--- src/sli_pkg.sv ---
// Shared types and constants for the sorted list block.
// Used by the channel interfaces, the list cell and the top level.
package sli_pkg;

   localparam int DATA_W           = 32;
   localparam int ENTRY_COUNT_W    = 5;
   localparam int DEFAULT_CAPACITY = 16;

   typedef enum logic {
      REQ_INSERT = 1'b0,
      REQ_REMOVE = 1'b1
   } req_kind_type;

   typedef enum logic [1:0] {
      ST_DONE      = 2'd0,
      ST_NOT_FOUND = 2'd1,
      ST_FULL      = 2'd2
   } status_type;

   typedef struct packed {
      logic shift_ins;
      logic shift_rem;
   } cell_ctrl_type;

   typedef struct packed {
      logic lt;
      logic first_eq;
   } cell_status_type;

endpackage

--- src/sli_req_if.sv ---
// Request channel: valid/ready handshake carrying one request item.
// Depends on sli_pkg for the data width.
interface sli_req_if import sli_pkg::*; ();
   logic                     valid;
   logic                     ready;
   logic                     req_type;
   logic signed [DATA_W-1:0] value;

   modport source (output valid, output req_type, output value, input ready);
   modport sink (input valid, input req_type, input value, output ready);
endinterface

--- src/sli_rsp_if.sv ---
// Response channel: valid/ready handshake carrying one result item.
// Depends on sli_pkg for the field widths.
interface sli_rsp_if import sli_pkg::*; ();
   logic                      valid;
   logic                      ready;
   logic [1:0]                status;
   logic [ENTRY_COUNT_W-1:0]  entry_count;
   logic signed [DATA_W-1:0]  smallest_value;

   modport source (output valid, output status, output entry_count,
                   output smallest_value, input ready);
   modport sink (input valid, input status, input entry_count,
                 input smallest_value, output ready);
endinterface

--- src/sli_cell.sv ---
// One position of the sorted list: holds an entry, compares it with the request value
// and shifts in from its left or right neighbor. Depends on sli_pkg.
module sli_cell import sli_pkg::*; (
   input  logic                     clock,
   input  cell_ctrl_type            ctrl,
   input  logic signed [DATA_W-1:0] value,
   input  logic                     occupied,
   input  logic                     left_lt,
   input  logic signed [DATA_W-1:0] left_entry,
   input  logic signed [DATA_W-1:0] right_entry,
   output cell_status_type          status,
   output logic signed [DATA_W-1:0] entry,
   output logic signed [DATA_W-1:0] entry_next
);

   logic signed [DATA_W-1:0] entry_ff;
   logic signed [DATA_W-1:0] entry_in;

   assign status.lt       = occupied && (entry_ff < value);
   assign status.first_eq = occupied && (entry_ff == value) && left_lt;

   always_comb begin
      entry_in = entry_ff;
      if (ctrl.shift_ins && !status.lt) begin
         entry_in = left_lt ? value : left_entry;
      end else if (ctrl.shift_rem && !status.lt) begin
         entry_in = right_entry;
      end
   end

   always_ff @(posedge clock) begin
      entry_ff <= entry_in;
   end

   assign entry      = entry_ff;
   assign entry_next = entry_in;

endmodule

--- src/sorted_list_insert_delete.sv ---
// Sorted list of signed values kept in a chain of compare-and-shift cells.
// Accepted requests register their result item directly in the output register; all cells
// compare and shift in the same cycle. One request per cycle unless a result waits unread.
// Reset: synchronous, clears the entry count and the output valid; entries are not cleared.
// Depends on sli_pkg, sli_req_if, sli_rsp_if and sli_cell.
module sorted_list_insert_delete import sli_pkg::*; #(
   parameter int CAPACITY = DEFAULT_CAPACITY
) (
   input logic          clock,
   input logic          reset,
   sli_req_if.sink      req_ch,
   sli_rsp_if.source    rsp_ch
);

   localparam int CW = $clog2(CAPACITY + 1);

   logic [CW-1:0]            count_ff;
   logic [CW-1:0]            count_in;
   logic                     rsp_valid_ff;
   logic                     rsp_valid_in;
   status_type               status_ff;
   status_type               status_in;
   logic [ENTRY_COUNT_W-1:0] entry_count_ff;
   logic signed [DATA_W-1:0] smallest_ff;
   logic signed [DATA_W-1:0] smallest_in;

   logic                     accept;
   logic                     is_insert;
   logic                     full;
   logic                     found;
   cell_ctrl_type            ctrl;
   cell_status_type          cst [CAPACITY];
   logic [CAPACITY-1:0]      first_eq;
   logic signed [DATA_W-1:0] entry [CAPACITY];
   logic signed [DATA_W-1:0] entry_next [CAPACITY];
   logic [CW+ENTRY_COUNT_W-1:0] count_ext;

   assign req_ch.ready = !rsp_valid_ff || rsp_ch.ready;
   assign accept       = req_ch.valid && req_ch.ready;
   assign is_insert    = (req_kind_type'(req_ch.req_type) == REQ_INSERT);
   assign full         = (count_ff == CW'(CAPACITY));
   assign found        = |first_eq;

   assign ctrl.shift_ins = accept && is_insert && !full;
   assign ctrl.shift_rem = accept && !is_insert && found;

   for (genvar i = 0; i < CAPACITY; i++) begin : g_cell
      logic                     left_lt;
      logic signed [DATA_W-1:0] left_entry;
      logic signed [DATA_W-1:0] right_entry;

      if (i == 0) begin : g_first
         assign left_lt    = 1'b1;
         assign left_entry = req_ch.value;
      end else begin : g_mid
         assign left_lt    = cst[i-1].lt;
         assign left_entry = entry[i-1];
      end

      if (i == CAPACITY - 1) begin : g_last
         assign right_entry = entry[i];
      end else begin : g_inner
         assign right_entry = entry[i+1];
      end

      sli_cell u_cell (
         .clock       (clock),
         .ctrl        (ctrl),
         .value       (req_ch.value),
         .occupied    (CW'(i) < count_ff),
         .left_lt     (left_lt),
         .left_entry  (left_entry),
         .right_entry (right_entry),
         .status      (cst[i]),
         .entry       (entry[i]),
         .entry_next  (entry_next[i])
      );

      assign first_eq[i] = cst[i].first_eq;
   end

   always_comb begin
      count_in = count_ff;
      if (ctrl.shift_ins) begin
         count_in = count_ff + CW'(1);
      end else if (ctrl.shift_rem) begin
         count_in = count_ff - CW'(1);
      end

      if (is_insert) begin
         status_in = full ? ST_FULL : ST_DONE;
      end else begin
         status_in = found ? ST_DONE : ST_NOT_FOUND;
      end

      smallest_in = (count_in != '0) ? entry_next[0] : '0;

      rsp_valid_in = rsp_valid_ff;
      if (accept) begin
         rsp_valid_in = 1'b1;
      end else if (rsp_ch.ready) begin
         rsp_valid_in = 1'b0;
      end
   end

   assign count_ext = {{ENTRY_COUNT_W{1'b0}}, count_in};

   always_ff @(posedge clock) begin
      if (reset) begin
         count_ff     <= '0;
         rsp_valid_ff <= 1'b0;
      end else begin
         count_ff     <= count_in;
         rsp_valid_ff <= rsp_valid_in;
      end
   end

   always_ff @(posedge clock) begin
      if (accept) begin
         status_ff      <= status_in;
         entry_count_ff <= count_ext[ENTRY_COUNT_W-1:0];
         smallest_ff    <= smallest_in;
      end
   end

   assign rsp_ch.valid          = rsp_valid_ff;
   assign rsp_ch.status         = status_ff;
   assign rsp_ch.entry_count    = entry_count_ff;
   assign rsp_ch.smallest_value = smallest_ff;

endmodule
--- src/flat_wrapper.sv ---
// flat-port wrapper written by rule: the top's interface ports become plain ports
module sorted_list_insert_delete_flat import sli_pkg::*;
#(
   parameter int CAPACITY = DEFAULT_CAPACITY
)
  (clock, reset, req_ch_valid, req_ch_req_type, req_ch_value, req_ch_ready, rsp_ch_valid, rsp_ch_status, rsp_ch_entry_count, rsp_ch_smallest_value, rsp_ch_ready);
  sli_req_if req_ch_i ();
  sli_rsp_if rsp_ch_i ();
  input logic clock;
  input logic reset;
  input wire logic [$bits(req_ch_i.valid)-1:0] req_ch_valid;
  input wire logic [$bits(req_ch_i.req_type)-1:0] req_ch_req_type;
  input wire logic [$bits(req_ch_i.value)-1:0] req_ch_value;
  output wire logic [$bits(req_ch_i.ready)-1:0] req_ch_ready;
  output wire logic [$bits(rsp_ch_i.valid)-1:0] rsp_ch_valid;
  output wire logic [$bits(rsp_ch_i.status)-1:0] rsp_ch_status;
  output wire logic [$bits(rsp_ch_i.entry_count)-1:0] rsp_ch_entry_count;
  output wire logic [$bits(rsp_ch_i.smallest_value)-1:0] rsp_ch_smallest_value;
  input wire logic [$bits(rsp_ch_i.ready)-1:0] rsp_ch_ready;
  assign req_ch_i.valid = req_ch_valid;
  assign req_ch_i.req_type = req_ch_req_type;
  assign req_ch_i.value = req_ch_value;
  assign req_ch_ready = req_ch_i.ready;
  assign rsp_ch_valid = rsp_ch_i.valid;
  assign rsp_ch_status = rsp_ch_i.status;
  assign rsp_ch_entry_count = rsp_ch_i.entry_count;
  assign rsp_ch_smallest_value = rsp_ch_i.smallest_value;
  assign rsp_ch_i.ready = rsp_ch_ready;
  sorted_list_insert_delete #(.CAPACITY(CAPACITY)) u_core (.clock(clock), .reset(reset), .req_ch(req_ch_i), .rsp_ch(rsp_ch_i));
endmodule
--- config.mk ---
export PLATFORM = sky130hd
export DESIGN_NAME = sorted_list_insert_delete_flat
export DESIGN_NICKNAME = d
export VERILOG_FILES = /design/src/sli_pkg.sv /design/src/sli_req_if.sv /design/src/sli_rsp_if.sv /design/src/sli_cell.sv /design/src/sorted_list_insert_delete.sv /design/src/flat_wrapper.sv
export SDC_FILE = /design/constraint.sdc
export NUM_CORES = 2
export LEC_CHECK = 0
export BUFFER_PORTS_ARGS = -buffer_cell sky130_fd_sc_hd__buf_2
export CAP_MARGIN = 0
export CORE_MARGIN = 5
export CORE_UTILIZATION = 58
export CTS_CLUSTER_DIAMETER = 50
export CTS_CLUSTER_SIZE = 20
export DETAILED_ROUTE_END_ITERATION = 10
export GPL_TIMING_DRIVEN = 0
export PLACE_DENSITY = 0.85
export SYNTH_ARGS = -nofsm -noshare
export SYNTH_HDL_FRONTEND = slang
export SYNTH_SLANG_ARGS = --single-unit
--- constraint.sdc ---
create_clock -name clock -period 6 [get_ports clock]
set_clock_uncertainty 0.05 [all_clocks]
set_input_delay 1.2 -clock clock [delete_from_list [all_inputs] [get_ports clock]]
set_output_delay 1.2 -clock clock [all_outputs]
set_load 0.05 [all_outputs]
==> load_flow_metrics.sql <==
INSERT INTO impl_metrics (metric_group, metric, value, unit) VALUES
('status', 'result_of_the_run', 'finished with violations', ''),
('status', 'failed_checks', 'negative setup slack', ''),
('power', 'total_power_divided_by_cell_area', '265.8', 'mW/mm^2'),
('final_layout', 'multi_input_gate_area_in_the_final_layout', '0.02165', 'mm^2'),
('grt', 'first_global_vias', '33667', ''),
('setup_path', 'path_buf_inv', '5', ''),
('setup_path', 'cp_data_arrival_time', '6290', 'ps'),
('timing', 'min_period_over_period', '100.4', '%'),
('synth', 'synth-main-ff-cell', 'edfxtp_1', ''),
('synth', 'postSynthAreaPerCell', '9.531', 'um^2'),
('route', 'post-route-drc-count', '0', ''),
('power', 'p_int', '7738', 'uW'),
('power', 'switching_share', '32.69', '%'),
('power', 'power_frac_clock', '36.9', '%'),
('grt', 'grt_first_pass_wirelength', '189300', 'um'),
('grt', 'gr-usage-all-layers', '33.36', '%'),
('floorplanning', 'fp.dieW', '269.1', 'um'),
('setup_path', 'start_kind', 'input pin', ''),
('grt', 'grt_overflow_total', '0', ''),
('synth', 'synth-xor-area-share', '0.2474', '%'),
('setup_path', 'critPathKind', 'in -> reg', ''),
('synth', 'main_combinational_cell_family_by_area_after_synthesis', 'compound AO/OA/AOI/OAI gates', ''),
('route', 'detailroute.via_count', '35098', ''),
('synth', 'yosys-mux-area-fraction', '6.970', '%'),
('place', 'place_hpwl', '94610', 'um'),
('grt', 'grt_max_degree', '33', ''),
('floorplanning', 'die_h', '269.1', 'um'),
('clock_network', 'tritoncts_clock_tree', 'yes', ''),
('timing', 'fin_worst_hold_slack', '527.1', 'ps'),
('synth', 'netlist_instances', '4085', ''),
('clock_network', 'clk-insertion-delay-late', '640', 'ps'),
('clock_network', 'level_count_of_the_clock_h_tree', '3', ''),
('timing', 'final.setup.worst_slack', '-23.31', 'ps'),
('synth', 'synth_top_area_share', '40.03', '%'),
('route', 'route.detailed.wl_per_inst', '24.34', 'um'),
('min_path', 'worstHoldPathType', 'reg -> reg', ''),
('final_layout', 'sequential_cell_area', '0.01635', 'mm^2'),
('synth', 'synth-adder-area-share', '16.55', '%'),
('synth', 'synth_edf_count', '519', ''),
('power', 'combinationalPowerShare', '20.6', '%'),
('synth', 'synth.ff_latch_count', '557', ''),
('floorplanning', 'core_area', '0.06692', 'mm^2'),
('final_layout', 'final_design_area_no_fill', '0.04326', 'mm^2'),
('timing', 'worst-slew-pin-transition', '1295', 'ps'),
('clock_network', 'cts_max_path_buffers', '3', ''),
('setup_path', 'timing.critical_path.slowest_cell_delay', '660', 'ps'),
('final_layout', 'finish.net_count', '4766', ''),
('timing', 'worst_slew_margin_rel', '13.02', '%'),
('floorplanning', 'die_area', '0.07241', 'mm^2'),
('grt', 'antenna_violations_before_repair', '5', ''),
('route', 'postRouteAntennaNets', '0', ''),
('power', 'leakage_power_figure', '0.01737', 'uW'),
('synth', 'synth_cell_types', '76', ''),
('clock_network', 'clock_root_buffer', 'clkbuf_16', ''),
('timing', 'rsz0062_at_grt', 'false', ''),
('setup_path', 'critical_path_capture_point_type', 'register', ''),
('route', 'totalWireLength', '125100', 'um'),
('setup_path', 'worstPathRequired', '6270', 'ps'),
('synth', 'synthArstFlopShare', '0', '%'),
('clock_network', 'clk_transition_reported_paths', '70', 'ps'),
('timing', 'finalHoldViolCount', '0', ''),
('place', 'dp_slack', '-3420', 'ps'),
('floorplanning', 'initial_utilization', '58.18', '%'),
('power', 'pwr-share-seq', '42.4', '%'),
('clock_network', 'cts_inserted_buffers', '67', ''),
('clock_network', 'cts.sinks', '557', ''),
('timing', 'finalSetupViolations', '17', ''),
('floorplanning', 'ios', '78', ''),
('timing', 'drv_slew', '0', ''),
('timing', 'final.min_clock_period', '6023', 'ps'),
('synth', 'synthTopCellsByArea', 'edfxtp_1, ha_1, a21oi_1, nor2_1, mux2i_1', '');
==> area by class of cell <==
type / count / share of cell area [%]
diodes: 2 / 0.01157
flip-flops and latches: 557 / 37.78
repair buffers: 59 / 1.047
inverters: 112 / 1.411
clock buffers: 77 / 4.058
plain buffers: 214 / 2.033
well taps: 873 / 2.525
multi-input cells: 3203 / 50.05
clock inverters: 44 / 1.082
==> repair_timing <==
item / 4_1_cts / 5_1_grt
gates resized for setup: 139 / 31
gates cloned: 0 / 1
pin swaps: 2 / 5
setup buffers: 3 / 3
setup endpoints to repair: 860 / 400
==> stage by stage <==
stage | instances | setup TNS, ps | power (uW)
finish | 5141 | -155.3 | 11500
global route | 5139 | 0 | 11860
CTS | 5135 | 0 | 11350
detailed placement | 5011 | -1835350 | 7161
global placement | 5004 | -2254760 | 7041
floorplan | 4085 | 0 | 6414
==> worst reg2reg max path, delay by kind of cell, from the launching register on <==
family	cells	cell delay [ps]
AND/OR/NAND/NOR	8	2720
buffers and inverters	3	860
AO/OA/AOI/OAI	2	500
adder cells (fa/ha/maj)	1	470
flip-flops	1	350
==> flip-flops by register name, summed over array words and instances (netlist names) <==
signal	count
u_core.count_ff	5
u_core.g_cell.u_cell.entry	512
u_core.rsp_ch.status	2
u_core.rsp_ch.smallest_value	32
u_core.rsp_ch.valid	1
u_core.rsp_ch.entry_count	5
==> power groups by stage <==
stage / Clock, uW / Combinational [uW] / Sequential [uW]
CTS: 4210 / 2280 / 4860
finish: 4240 / 2370 / 4880
floorplan: 0 / 1440 / 4970
global placement: 0 / 2100 / 4940
detailed placement: 0 / 2220 / 4940
global route: 4390 / 2580 / 4890
==> worst paths after layout <==
check	start	endpoint	slack [ps]	depth (start not counted)
max	req_ch_value[31]	u_core.g_cell[3].u_cell.entry[10]$_DFFE_PP_	-20	16
min	u_core.rsp_ch.valid$_SDFFE_PP0P_	u_core.rsp_ch.valid$_SDFFE_PP0P_	530	2
max reg2reg	u_core.g_cell[0].u_cell.entry[31]$_DFF_P_	u_core.g_cell[3].u_cell.entry[10]$_DFFE_PP_	730	14
min reg2reg	u_core.rsp_ch.valid$_SDFFE_PP0P_	u_core.rsp_ch.valid$_SDFFE_PP0P_	530	2
==> layout by cell type, fill, tap and decap left out, types with 6 or more instances in the layout <==
cell / count
a21oi_1: 745
nor2_1: 640
edfxtp_1: 519
ha_1: 513
nand2_1: 291
mux2i_1: 234
o21ai_0: 216
clkbuf_1: 169
nand4_1: 85
inv_1: 75
a21o_1: 68
clkbuf_16: 68
buf_2: 51
nand3_1: 47
dfxtp_1: 38
clkbuf_2: 32
a21oi_2: 30
mux2_2: 29
clkinv_4: 28
and4_1: 24
a221oi_1: 22
nor2b_1: 18
inv_8: 16
a221o_1: 15
nor3_1: 14
o21a_1: 13
inv_6: 13
o211ai_1: 12
nor4_1: 12
a21boi_0: 10
buf_1: 10
nor4_2: 8
a31oi_1: 8
a211oi_1: 8
xnor2_1: 8
and2_4: 7
nand2b_1: 6
and2_0: 6
==> cell families (layout without fill, tap and decap cells) <==
group,Yosys count,in the layout
other,0,2
multiplexers,267,267
XOR/XNOR,11,11
adder cells (fa/ha/maj),515,515
AO/OA/AOI/OAI,1203,1203
buffers and inverters,326,506
flip-flops,557,557
AND/OR/NAND/NOR,1206,1207
==> layer usage <==
layer | track usage (%) | vias up | share of wire [%]
met5 | 0 | - | 0.032
met3 | 8.408 | 407 | 13
met1 | 46.15 | 16627 | 39
li1 | - | 15454 | -
met4 | 14.17 | 6 | 4.7
met2 | 50.34 | 2604 | 43
==> Yosys cell counts, types with 4 or more instances <==
cell / instances
a21oi_1: 746
nor2_1: 640
edfxtp_1: 519
ha_1: 515
nand2_1: 291
mux2i_1: 234
o21ai_0: 218
clkbuf_1: 197
nand4_1: 85
inv_1: 76
a21o_1: 68
nand3_1: 48
dfxtp_1: 38
clkinv_1: 32
a21oi_2: 30
mux2_2: 29
and4_1: 24
a221oi_1: 23
nor4_1: 23
nor2b_1: 19
nor3_1: 16
a221o_1: 15
and2_1: 15
o21a_1: 15
o211ai_1: 12
a211oi_1: 10
a21boi_0: 10
buf_1: 10
a31oi_1: 9
xnor2_1: 8
and2_0: 6
nand2b_1: 6
a211o_1: 5
or3_1: 5
and3_1: 4
buf_2: 4
inv_2: 4
mux2_1: 4
o211a_1: 4
o31a_1: 4
Power figures use the tool's default switching activity.
